$ cat src/sv/cus_pkg.sv
package cus_pkg;

    // Probability and score formats
    localparam int PROB_W      = 17;
    localparam logic [PROB_W-1:0] ONE_Q16 = 17'h10000;
    localparam int SCORE_W     = 20;
    localparam logic [SCORE_W-1:0] SUM_MAX = 20'hFFFFF;

    // Log unit: Q1.62 mantissa, one result bit per squaring step
    localparam int MANT_W      = 63;
    localparam int MANT_TOP    = 62;
    localparam int FRAC_BITS   = 40;
    localparam int LOG_STEPS   = FRAC_BITS;
    localparam int SHIFT_W     = 5;
    localparam int INT_BITS    = 16;
    localparam int V_W         = SHIFT_W + FRAC_BITS;
    localparam int LOG_W       = V_W - (FRAC_BITS - 16);
    localparam int PROD_W      = PROB_W + LOG_W;
    localparam int TERM_W      = PROD_W - 16;

    // Queue between front and back
    localparam int FIFO_DEPTH  = 4;
    localparam int FIFO_AW     = 2;
    localparam int FIFO_CW     = 3;

    // Stream and register port widths
    localparam int IN_TDATA_W  = 24;
    localparam int OUT_TDATA_W = 24;
    localparam int ADDR_W      = 3;
    localparam int DATA_W      = 32;
    localparam int REG_IDX_W   = ADDR_W - 2;
    localparam logic [REG_IDX_W-1:0] REG_MODE = 1'b0;

    typedef enum logic [1:0] {
        MODE_LEAST_CONF = 2'd0,
        MODE_MARGIN     = 2'd1,
        MODE_ENTROPY    = 2'd2
    } mode_t;

    // One classified beat as it waits in the queue
    typedef struct packed {
        logic [PROB_W-1:0] prob;
        logic              last;
        mode_t             mode;
        logic [PROB_W-1:0] alt_score;
    } item_t;

    // Payload carried alongside the log pipeline
    typedef struct packed {
        logic [PROB_W-1:0]  prob;
        logic [SHIFT_W-1:0] msb;
        logic               last;
        mode_t              mode;
        logic [PROB_W-1:0]  alt_score;
    } side_t;

    // Index of the highest set bit, zero for a zero input
    function automatic logic [SHIFT_W-1:0] msb_index(input logic [PROB_W-1:0] p);
        logic [SHIFT_W-1:0] idx;
        idx = '0;
        for (int i = 0; i < PROB_W; i++)
        begin
            if (p[i])
            begin
                idx = SHIFT_W'(i);
            end
        end
        return idx;
    endfunction

endpackage

$ cat src/sv/cus_fifo.sv
module cus_fifo
    import cus_pkg::*;
(
    input  logic  clk,
    input  logic  rst_n,
    input  logic  push,
    input  item_t din,
    output logic  ready,
    input  logic  pop,
    output item_t dout,
    output logic  empty
);

    item_t              mem_reg [FIFO_DEPTH];
    logic [FIFO_AW-1:0] wr_ptr_reg;
    logic [FIFO_AW-1:0] rd_ptr_reg;
    logic [FIFO_CW-1:0] count_reg;

    assign ready = (count_reg != FIFO_CW'(FIFO_DEPTH));
    assign empty = (count_reg == '0);
    assign dout  = mem_reg[rd_ptr_reg];

    // Store the incoming beat
    always_ff @(posedge clk)
    begin
        if (push)
        begin
            mem_reg[wr_ptr_reg] <= din;
        end
    end

    // Advance pointers and fill count
    always_ff @(posedge clk or negedge rst_n)
    begin
        if (!rst_n)
        begin
            wr_ptr_reg <= '0;
            rd_ptr_reg <= '0;
            count_reg  <= '0;
        end
        else
        begin
            if (push)
            begin
                wr_ptr_reg <= wr_ptr_reg + 1'b1;
            end
            if (pop)
            begin
                rd_ptr_reg <= rd_ptr_reg + 1'b1;
            end
            if (push && !pop)
            begin
                count_reg <= count_reg + 1'b1;
            end
            else if (pop && !push)
            begin
                count_reg <= count_reg - 1'b1;
            end
        end
    end

    a_fill: assert property (@(posedge clk) disable iff (!rst_n)
        count_reg <= FIFO_CW'(FIFO_DEPTH))
        else $error("queue overfilled");

endmodule

$ cat config.mk
export PLATFORM = sky130hd
export DESIGN_NAME = cus_fifo
export DESIGN_NICKNAME = d
export VERILOG_FILES = /design/src/sv/cus_pkg.sv /design/src/sv/cus_fifo.sv
export SDC_FILE = /design/constraint.sdc
export NUM_CORES = 1
export LEC_CHECK = 0
export ABC_CLOCK_PERIOD_IN_PS = 3000
export BUFFER_PORTS_ARGS = -buffer_cell sky130_fd_sc_hd__buf_2
export CAP_MARGIN = 20
export CORE_ASPECT_RATIO = 1.75
export CORE_MARGIN = 4
export CORE_UTILIZATION = 61
export DETAILED_ROUTE_END_ITERATION = 8
export PLACE_DENSITY = 0.83
export SLEW_MARGIN = 20
export SYNTH_ARGS = -nofsm -noshare
export SYNTH_HDL_FRONTEND = slang
export SYNTH_SLANG_ARGS = --single-unit
$ cat constraint.sdc
create_clock -name clk -period 3 [get_ports clk]
set_input_delay 0.3 -clock clk [delete_from_list [all_inputs] [get_ports clk]]
set_output_delay 0.3 -clock clk [all_outputs]
set_load 0.01 [all_outputs]
Yosys cells after proc, flatten, opt, wreduce, memory -nomap -nowiden
Memory sizes are Yosys's and may differ from the RTL's.
Cells that the tools add are included.

storage, ports and cells
  bits in registers = 7
  RAM bits = 148
  logic and storage cells = 19
  memories = 1

cells by class
  $add $sub $neg = 4
  eq/ne operators = 1
  multiplexer cells = 4
  reductions and logical operators = 6

memories
  memory   words  bits a word  rd ports  clocked after memory_dff  wr ports  line            source
  mem_reg  4      37           1         0                         1         cus_fifo.sv:14  item_t mem_reg [FIFO_DEPTH];

operators with widths
  operator               count
  $mux W3                2
  $add A2 B1 Y2 const B  2
  $add A3 B1 Y3 const B  1
  $logic_not A3 Y1       1
  $ne A3 B3 Y1 const B   1
  $sub A3 B1 Y3 const B  1
  $logic_and A1 B1 Y1    2
  $logic_not A1 Y1       2
  $mux W1                2
  $reduce_bool A2 Y1     1

Depth between registers and ports, before layout
  depth after elaboration = 4
  depth in mapped cells = 7
  gate-level depth less buffers = 7

Least setup slack after synthesis
OpenSTA, ideal clock, no wires.

  path type = register to register
  start = register wr_ptr_reg[0]
  end = memory mem_reg[0][0] (netlist name), enable pin
  arrival = 1.522 ns
  data required time = 2.602 ns
  path slack = 1.080 ns
  stages on the path, launching flop included = 4
  buffers on the path = 0
  cell sequence = dfrtp_1 > inv_1 > ha_1 > and2_1

RTL lines
  item                      line            source
  start: declaration        cus_fifo.sv:15  logic [FIFO_AW-1:0] wr_ptr_reg;
  start signal: assignment  cus_fifo.sv:45  wr_ptr_reg <= wr_ptr_reg + 1'b1;
  end: declaration          cus_fifo.sv:14

Straight into the memory's write port.

==> impl_metrics.json <==
{
  "syn_to_final_growth_pct": 20.0,
  "leakagePower_uw": 0.00243,
  "r2r_setup_slack_ps": 1140,
  "min-delay-start": "din[19]",
  "r2r-end": "mem_reg[0][21]$_DFFE_PP_",
  "num-nets-final": 375,
  "crit_type": "flip-flop to primary output",
  "cp.required_ps": 2700,
  "clkLatencyLatePin_ps": 410,
  "fp.dieH_um": 136,
  "initialDrtViolationCount": 160,
  "port_buffers": 79,
  "synth_area_mm2": 0.00572,
  "status": "finished, final reports clean",
  "drtAntennaViolNets": 0,
  "critPathSlowestCell": "dfrtp_2",
  "grt_overflow": 0,
  "cts_made_buffers": 17,
  "cp-end-kind": "primary output",
  "dieArea_mm2": 0.0111,
  "place_ws_ps": 783,
  "cts-root-buf": "clkbuf_16",
  "routed-via-count": 2614,
  "power.total_uw": 6860,
  "rsz0062_at_grt": "no",
  "crit_path_cell_trace": "buf_4 > mux4_2 > buf_2",
  "power_density_mw_per_mm2": 999,
  "fmax_ghz": 0.379,
  "hold_end": "mem_reg[3][19]$_DFFE_PP_",
  "post-cts-setup-buffers": 0,
  "core_mm2": 0.00909,
  "hold_class": "input pin to flip-flop",
  "ys_warn_count": 0,
  "cts_tree": "yes",
  "dr.pass1.iters": 4,
  "drc": 0,
  "fin_crit_ps": 2640,
  "timing.rr.start": "wr_ptr_reg[0]$_DFFE_PN0P_",
  "fin_ws_ps": 363,
  "path_max_fanout": 21,
  "wire_per_inst_um": 23.0,
  "synth_seq_cells": 155,
  "period_share_pct": 87.9,
  "r2r_cells": 4,
  "setup-tns-final_ps": 0,
  "routabilityCongestion": 0.715,
  "slowest_delay_ps": 810,
  "start_util_pct": 62.9,
  "yosysSeqAreaShare_pct": 80.7,
  "slew_headroom_pct": 33.7,
  "maxCapViolCount": 0,
  "htreeDepth": 4,
  "dp_hpwl_um": 6740,
  "synth_area_per_cell_um2": 25.1,
  "critPathLaunchType": "flip-flop",
  "wirelength_um": 10600,
  "vias_per_cell": 5.66,
  "skew_ps": 4.56,
  "synth_cell_types": 18,
  "grt_max_degree": 38,
  "peakVddDrop_v": 0.000579,
  "hold_violations": 0,
  "tightest_slew_ps": 994,
  "slew_violations": 0,
  "num_rows": 46,
  "final-setup-viol-count": 0,
  "layout-drive-gt1-share_pct": 48.1,
  "clockBufferDepth": 2,
  "clk_pin_slew_worst_paths_ps": 60,
  "grt_pass1_wl_um": 16600,
  "grt_pass1_vias": 2900,
  "synth_cells": 228,
  "cp.arrival_ps": 2340,
  "grt.total_usage_pct": 22.1,
  "ios": 80,
  "grt_antenna_before_repair": 1,
  "cts_sinks": 155,
  "largest_reg_flops": 148,
  "syn_nets": 275,
  "holdPathStages": 1,
  "die_w_um": 81.2
}
==> metrics by stage <==
stage / hold WS, ps / instance area [µm²] / util, % / std cells
floorplan: 4.41 / 5720 / - / 228
global placement: 141 / 6290 / 69.2 / 428
detailed placement: 149 / 6290 / 69.2 / 428
CTS: 83.4 / 6870 / 75.5 / 461
global route: 82.7 / 6870 / 75.6 / 462
finish: 102 / 6870 / 75.6 / 462
==> timing repair <==
action / CTS / global route
hold endpoints to repair: 7 / 0
gates resized for setup: 0 / 0
endpoints found under the setup margin: 0 / 0
hold buffers: 1 / 0
==> synth_stat cells (all sizes together) <==
master	n	area share [%]
and2	4	0.44
buf	7	0.92
clkbuf	1	0.066
dfrtp	7	3.1
edfxtp	148	78
fa	1	0.35
ha	5	1.1
inv	4	0.26
mux2	1	0.20
mux4	37	15
nand2	3	0.20
nor2	2	0.13
nor3	1	0.087
o21ai	1	0.087
xnor2	2	0.31
xor2	4	0.61
==> power by group <==
part | total, µW | internal, µW | switching (µW)
registers | 3120 | 2840 | 279
clock network | 1990 | 1150 | 836
logic | 1750 | 880 | 870
total | 6860 | 4880 | 1990
==> critical path: cells and delay by family (launching register included) <==
family                 cells  cell delay [ps]
buffers and inverters      2              530
muxes                      1              570
DFF                        1              810
==> how the worst max path moves through the flow <==
| stage | end | startpoint | cells past startpoint | slack [ps] |
|---|---|---|---|---|
| after floorplan | mem_reg[0][0]$_DFFE_PP_ | wr_ptr_reg[0]$_DFFE_PN0P_ | 3 | 1080 |
| after global placement | dout[33] | rd_ptr_reg[0]$_DFFE_PN0P_ | 3 | 810 |
| after detailed placement | dout[2] | rd_ptr_reg[0]$_DFFE_PN0P_ | 3 | 780 |
| after CTS | dout[33] | rd_ptr_reg[0]$_DFFE_PN0P_ | 3 | 290 |
| after global routing | dout[33] | rd_ptr_reg[0]$_DFFE_PN0P_ | 3 | 200 |
| final | dout[33] | rd_ptr_reg[0]$_DFFE_PN0P_ | 3 | 360 |
==> cells in the final DEF (no fill, tap or decap) <==
| cell | Yosys | routed |
|---|---|---|
| nor3_1 | 1 | 1 |
| xor2_1 | 4 | 4 |
| mux2_2 | 1 | 1 |
| and2_2 | 0 | 4 |
| dlygate4sd3_1 | 0 | 1 |
| inv_1 | 4 | 4 |
| dfrtp_1 | 7 | 5 |
| buf_2 | 3 | 79 |
| mux4_2 | 37 | 37 |
| inv_6 | 0 | 2 |
| buf_4 | 2 | 9 |
| dfrtp_2 | 0 | 2 |
| diode_2 | 0 | 1 |
| clkinv_2 | 0 | 2 |
| xnor2_1 | 2 | 2 |
| bufinv_16 | 0 | 1 |
| clkinv_4 | 0 | 7 |
| fa_1 | 1 | 1 |
| edfxtp_1 | 148 | 148 |
| nand2_1 | 3 | 3 |
| ha_1 | 5 | 5 |
| clkbuf_16 | 0 | 17 |
| clkinvlp_4 | 0 | 2 |
| inv_8 | 0 | 1 |
| nor2_1 | 2 | 2 |
| o21ai_0 | 1 | 1 |
==> layer usage <==
layer  global-route usage, %  routed length [µm]  part of all wire (%)  up-vias
met3                    6.96                 524                   4.9        9
met5                       0                   0                     0        -
met4                    7.99                 112                   1.1        0
li1                        -                   -                     -     1162
met1                    25.1                3650                    34     1362
met2                    38.7                6350                    60       81
==> logic make-up after synthesis <==
kind of cell / count (synthesis) / synth area share [%]
AND/OR/NAND/NOR: 10 / 0.852
adder cells (fa/ha/maj): 6 / 1.44
AO/OA/AOI/OAI: 1 / 0.0873
flip-flops: 155 / 80.7
buffers and inverters: 12 / 1.25
XOR/XNOR: 6 / 0.918
multiplexers: 38 / 14.8
==> final cells by class <==
| class | count | area, µm² |
|---|---|---|
| Tap cell | 120 | 150 |
| Fill cell | 548 | 2220 |
| Sequential cell | 155 | 4620 |
| Clock inverter | 15 | 145 |
| Inverter | 4 | 15.0 |
| Clock buffer | 17 | 425 |
| Antenna cell | 1 | 2.50 |
| Timing Repair Buffer | 89 | 473 |
| Multi-Input combinational cell | 61 | 1040 |
Power figures use the tool's default switching activity.
