$ cat src/sv/cus_pkg.sv
package cus_pkg;

    // Probability and score formats
    localparam int PROB_W      = 17;
    localparam logic [PROB_W-1:0] ONE_Q16 = 17'h10000;
    localparam int SCORE_W     = 20;
    localparam logic [SCORE_W-1:0] SUM_MAX = 20'hFFFFF;

    // Log unit: Q1.62 mantissa, one result bit per squaring step
    localparam int MANT_W      = 63;
    localparam int MANT_TOP    = 62;
    localparam int FRAC_BITS   = 40;
    localparam int LOG_STEPS   = FRAC_BITS;
    localparam int SHIFT_W     = 5;
    localparam int INT_BITS    = 16;
    localparam int V_W         = SHIFT_W + FRAC_BITS;
    localparam int LOG_W       = V_W - (FRAC_BITS - 16);
    localparam int PROD_W      = PROB_W + LOG_W;
    localparam int TERM_W      = PROD_W - 16;

    // Queue between front and back
    localparam int FIFO_DEPTH  = 4;
    localparam int FIFO_AW     = 2;
    localparam int FIFO_CW     = 3;

    // Stream and register port widths
    localparam int IN_TDATA_W  = 24;
    localparam int OUT_TDATA_W = 24;
    localparam int ADDR_W      = 3;
    localparam int DATA_W      = 32;
    localparam int REG_IDX_W   = ADDR_W - 2;
    localparam logic [REG_IDX_W-1:0] REG_MODE = 1'b0;

    typedef enum logic [1:0] {
        MODE_LEAST_CONF = 2'd0,
        MODE_MARGIN     = 2'd1,
        MODE_ENTROPY    = 2'd2
    } mode_t;

    // One classified beat as it waits in the queue
    typedef struct packed {
        logic [PROB_W-1:0] prob;
        logic              last;
        mode_t             mode;
        logic [PROB_W-1:0] alt_score;
    } item_t;

    // Payload carried alongside the log pipeline
    typedef struct packed {
        logic [PROB_W-1:0]  prob;
        logic [SHIFT_W-1:0] msb;
        logic               last;
        mode_t              mode;
        logic [PROB_W-1:0]  alt_score;
    } side_t;

    // Index of the highest set bit, zero for a zero input
    function automatic logic [SHIFT_W-1:0] msb_index(input logic [PROB_W-1:0] p);
        logic [SHIFT_W-1:0] idx;
        idx = '0;
        for (int i = 0; i < PROB_W; i++)
        begin
            if (p[i])
            begin
                idx = SHIFT_W'(i);
            end
        end
        return idx;
    endfunction

endpackage

$ cat src/sv/cus_front.sv
module cus_front
    import cus_pkg::*;
(
    input  logic                   clk,
    input  logic                   rst_n,
    // APB register port
    input  logic                   psel,
    input  logic                   penable,
    input  logic                   pwrite,
    input  logic [ADDR_W-1:0]      paddr,
    input  logic [DATA_W-1:0]      pwdata,
    output logic [DATA_W-1:0]      prdata,
    // Input stream
    input  logic                   s_axis_tvalid,
    input  logic [IN_TDATA_W-1:0]  s_axis_tdata,   // [16:0] class_probability
    input  logic                   s_axis_tlast,   // last_class
    input  logic                   q_ready,
    output logic                   q_push,
    output item_t                  q_item
);

    mode_t             mode_reg;
    logic [PROB_W-1:0] top_reg;
    logic [PROB_W-1:0] run_reg;
    logic [PROB_W-1:0] top_next;
    logic [PROB_W-1:0] run_next;
    logic [PROB_W-1:0] prob;
    logic [PROB_W-1:0] alt_score;
    logic              cfg_wr;

    // Decode register writes and reads
    assign cfg_wr = psel && penable && pwrite;
    assign prdata = (paddr[ADDR_W-1:2] == REG_MODE) ? DATA_W'(mode_reg) : '0;

    always_ff @(posedge clk or negedge rst_n)
    begin
        if (!rst_n)
        begin
            mode_reg <= MODE_ENTROPY;
        end
        else if (cfg_wr && (paddr[ADDR_W-1:2] == REG_MODE))
        begin
            mode_reg <= mode_t'(pwdata[1:0]);
        end
    end

    // Clamp the probability and track the top two
    always_comb
    begin
        prob = (s_axis_tdata[PROB_W-1:0] > ONE_Q16) ? ONE_Q16 : s_axis_tdata[PROB_W-1:0];
        top_next = top_reg;
        run_next = run_reg;
        if (prob > top_reg)
        begin
            top_next = prob;
            run_next = top_reg;
        end
        else if (prob > run_reg)
        begin
            run_next = prob;
        end
        case (mode_reg)
            MODE_LEAST_CONF: alt_score = ONE_Q16 - top_next;
            MODE_MARGIN:     alt_score = ONE_Q16 - (top_next - run_next);
            default:         alt_score = '0;
        endcase
    end

    assign q_push           = s_axis_tvalid && q_ready;
    assign q_item.prob      = prob;
    assign q_item.last      = s_axis_tlast;
    assign q_item.mode      = mode_reg;
    assign q_item.alt_score = alt_score;

    // Advance the top-two state, clear it after the final beat
    always_ff @(posedge clk or negedge rst_n)
    begin
        if (!rst_n)
        begin
            top_reg <= '0;
            run_reg <= '0;
        end
        else if (q_push)
        begin
            if (s_axis_tlast)
            begin
                top_reg <= '0;
                run_reg <= '0;
            end
            else
            begin
                top_reg <= top_next;
                run_reg <= run_next;
            end
        end
    end

    a_order: assert property (@(posedge clk) disable iff (!rst_n) run_reg <= top_reg)
        else $error("runner-up above top probability");
    a_range: assert property (@(posedge clk) disable iff (!rst_n) top_reg <= ONE_Q16)
        else $error("top probability above one");

endmodule

$ cat config.mk
export PLATFORM = sky130hd
export DESIGN_NAME = cus_front
export DESIGN_NICKNAME = d
export VERILOG_FILES = /design/src/sv/cus_pkg.sv /design/src/sv/cus_front.sv
export SDC_FILE = /design/constraint.sdc
export NUM_CORES = 1
export LEC_CHECK = 0
export BUFFER_PORTS_ARGS = -buffer_cell sky130_fd_sc_hd__buf_4
export CORE_MARGIN = 5
export CORE_UTILIZATION = 52
export CTS_CLUSTER_SIZE = 12
export DETAILED_ROUTE_END_ITERATION = 8
export PLACE_DENSITY_LB_ADDON = 0.25
export SYNTH_ARGS = -nofsm -noshare
export SYNTH_HDL_FRONTEND = slang
export SYNTH_SLANG_ARGS = --single-unit
export TNS_END_PERCENT = 20
$ cat constraint.sdc
create_clock -name clk -period 20.9 [get_ports clk]
set_clock_uncertainty 0.1 [all_clocks]
set_input_delay 4.18 -clock clk [delete_from_list [all_inputs] [get_ports clk]]
set_output_delay 4.18 -clock clk [all_outputs]
set_load 0.02 [all_outputs]
---- Word level (Yosys, flattened, before mapping) ----
Index checks and enable logic that the tools add are counted.
storage, ports and cells
  bits of input ports ..................... 67
  register bits ........................... 36
  word-level logic and storage cells ...... 24
  output and inout port bits .............. 70
operators by class
  bitwise gates (word level) .............. 1
  order comparisons ....................... 3
  add/sub/neg operators ................... 3
  eq/ne operators ......................... 1
  reductions and logical operators ........ 5
  mux-type cells .......................... 8
operators with widths
  kind                    number
  $mux 17                 6
  $gt 17x17->1            2
  $pmux 17 s2             1
  $sub 17x17->17 const A  2
  $gt 17x17->1 const B    1
  $sub 17x17->17          1
  $logic_and 1x1->1       4
  $eq 2x1->1 const B      1
  $logic_not 2->1         1
  $mux 2                  1
  $not 1->1               1

---- Longest topological paths before layout ----
  depth after elaboration ................. 8
  mapped depth ............................ 27
  gate-level depth less buffers ........... 23

---- Least setup slack after synthesis ----
No wires, ideal clock.
  path kind ............................... input to output
  from .................................... input s_axis_tdata[16]
  to ...................................... output q_item[13] in the netlist's numbering
  required time ........................... 16.620 ns
  stages on the path ...................... 27
  arrival time ............................ 9.771 ns
  setup slack ............................. 6.849 ns
  buffers on the path ..................... 6
  cells stage by stage .................... clkbuf_1 > clkbuf_1 > clkbuf_1 > nor2b_1 > ha_1 > nor2b_1 > o21ai_0 > o211ai_1 > a41oi_2 > and2_4 > buf_6 > buf_2 > buf_2 > nor2_1 > a21oi_1 > ha_1 > ha_1 > fa_1 > a21o_1 > a21oi_1 > o21ba_2 > o21ai_0 > a41oi_1 > nand2b_1 > xnor2_1 > and2_1 > a211oi_1
RTL lines
  what         line             text
  from (decl)  cus_front.sv:15  input logic [IN_TDATA_W-1:0] s_axis_tdata,
  to (decl)    cus_front.sv:19  output item_t q_item

==> impl_metrics.yaml <==
outcome:
  status: "complete, no violations"
synth:
  synth_top_area_cell: "dfrtp_1"
  ys_warn_count: 0
  avgSynthCellArea_sq_um: 8.17
  ys_ff_latch: 36
  yosys.area.top_type_share_pct: 18.5
  ys_top_cells_by_area: "dfrtp_1, ha_1, mux2i_1"
  ys_types: 72
  synthArstFlopShare_pct: 100
  synth-seq-area-share_pct: 19.0
  syn_area_sq_um: 4740
  ys.flop_type: "dfrtp_1"
  syn_inst: 580
  synth_edf_count: 0
final_layout:
  diodes: 0
  design_area_sq_um: 5250
  nets: 761
  mostFrequentLayoutCells: "buf_4, ha_1, a21oi_1"
  layout-drive-gt1-share_pct: 17.0
  fin_cells: 738
  fill_cells: 787
  regArea_sq_um: 902
  mostFrequentLayoutCell: "buf_4"
  multi_input_area_sq_um: 3420
  area_growth_syn_to_layout_pct: 10.8
  fin_util_pct: 59.7
cts:
  cts_tree: "yes"
  cts_setup_buffers: 0
  cts-root-buf: "clkbuf_8"
  clk-insertion-delay-late_ns: 0.30
  clkTransAtPathRegs_ns: 0.08
  post_cts_resized: 0
  htreeDepth: 2
  numCtsBuffers: 5
  clockBufferDepth: 2
  cts.sinks: 36
  hold_buffers: 0
setup_path:
  cp_num_buf_inv: 2
  criticalPathCategory: "in2out"
  critPathTopFamily: "simple AND/OR/NAND/NOR gates"
  slowest_stage: "nor2b_1"
  worst_ep_arrival_time_ns: 10.19
  crit_fanout: 31
  critPathCaptureType: "primary output"
  worstPathRequired_ns: 16.62
  path_common_cell: "ha_1"
  crit_chain: "buf_4, nor2b_1, ha_1, nand3_1, nor4_2, a31oi_1, a41oi_2, nand2_2, mux2i_1, ha_1, ha_1, fa_1, a21o_1, a21oi_1, o21ba_2, o21ai_0, a41oi_1, nand2b_1, xnor2_1, and2_1, a211oi_1, buf_4"
  cp-start-kind: "primary input"
  max_stage_delay_ns: 0.56
drt:
  drtPass1Iterations: 5
  drc: 0
  wl_per_cell_um: 18.0
  via_count: 4388
  wirelength_um: 13300
  antenna_left: 0
  drtIter0Drc: 442
  via_per_inst: 5.95
timing:
  fin_crit_ns: 14.47
  max_freq_mhz: 69.1
  whs_ns: 0.449
  hold_viol: 0
  relSlewSlack_pct: 31.4
  grt_setup_unrepaired: "false"
  worstMarginPinSlew_ns: 1.02
  slew_violations: 0
  setup_viol: 0
  fin_crit_sh_pct: 69.2
  tns_ns: 0
place:
  place_inst: 730
  place_area_sq_um: 5150
  numPortBuffers: 67
  gp_congestion: 0.954
  dp_hpwl_um: 10300
global_route:
  grt_max_degree: 51
  grt_pass1_vias: 4196
  grt_overflow: 0
  grt_usage_pct: 23.6
  grt_pass1_wl_um: 21500
  antenna_found_initial: 0
die:
  fp.dieH_um: 105
  die-width_um: 105
  io_pins: 137
  rows: 34
  initial_core_util_pct: 53.8
  core_region_area_sq_um: 8810
  dieArea_sq_um: 11100
run:
  cap_violations: 0
power:
  p_leak_nw: 2.51
  vdd_drop_max_mv: 0.104
  p_per_area_nw_per_um2: 109
hold_path:
  holdCritPathClass: "reg2reg"
[through the flow]
step / total power, W / setup WS, ns
4_1_cts: 0.000569 / 6.51
6_report: 0.000572 / 6.43
2_1_floorplan: 0.000405 / 6.85
3_3_place_gp: 0.000493 / 6.70
3_5_place_dp: 0.000503 / 6.57
5_1_grt: 0.000622 / 6.09
[synthesized netlist by cell type, types with 4 or more instances]
library cell / count
clkbuf_1: 11
o21ai_0: 30
nand4_1: 7
nor4_1: 6
a21o_1: 8
dfrtp_1: 35
a22o_1: 4
mux2i_1: 30
nor2b_1: 16
a21oi_1: 54
xnor2_1: 19
nor3_1: 8
nor2_1: 43
o22ai_1: 14
buf_2: 9
nand2_1: 45
mux2i_2: 4
a211oi_1: 8
inv_1: 41
ha_1: 64
a31oi_1: 5
buf_4: 32
xor2_1: 10
and3_1: 5
nand3_1: 8
or3_1: 4
[layout make-up]
cell class / count / share of cell area (%)
multi-input combinational: 475 / 65.1
sequential: 36 / 17.2
timing repair buffer: 69 / 9.86
inverter: 42 / 3.24
tap: 108 / 2.57
clock buffer: 6 / 1.38
clock inverter: 2 / 0.667
[cell families after synthesis]
kind of cell | synth area share (%)
adder cells (fa/ha/maj) | 17.3
AO/OA/AOI/OAI | 19.8
AND/OR/NAND/NOR | 17.3
multiplexers | 9.47
other | 0.0791
flip-flops | 19.0
XOR/XNOR | 5.94
buffers and inverters | 11.1
[path summary, 6_finish.rpt]
path | from | endpoint | slack, ns | cells past startpoint
min in group asynchronous | rst_n | mode_reg[0] | 3.74 | 1
hold reg to reg | run_reg[0] | run_reg[0] | 0.45 | 2
setup reg to reg | top_reg[13] | top_reg[0] | 17.46 | 9
hold / removal | run_reg[0] | run_reg[0] | 0.45 | 2
max in group asynchronous | rst_n | run_reg[10] | 16.61 | 1
setup / recovery | s_axis_tdata[16] | q_item[13] | 6.43 | 22
[routing by layer]
metal / wire, um / vias to the layer above / global-route usage (%) / share of wire, %
li1: - / 2100 / - / -
met1: 6160 / 2074 / 33.5 / 46
met2: 6030 / 190 / 37.6 / 45
met3: 848 / 24 / 3.06 / 6.4
met4: 235 / 0 / 6.47 / 1.8
met5: 0 / - / 0 / 0
[power breakdown]
group | internal, W | switching, W | leakage (nW)
combinational | 0.000177 | 0.000236 | 1.98
clock | 0.0000355 | 0.0000286 | 0.0552
sequential | 0.0000806 | 0.0000147 | 0.479
[worst reg2reg max path: cells and delay by family (launching register included)]
kind            cells  cell delay (ns)
compound gates      4             1.28
simple gates        3             1.09
flops               1             0.45
fa+ha+maj           1             0.29
buf+inv             1             0.09
Note: power is estimated with default switching activity, not from simulation.
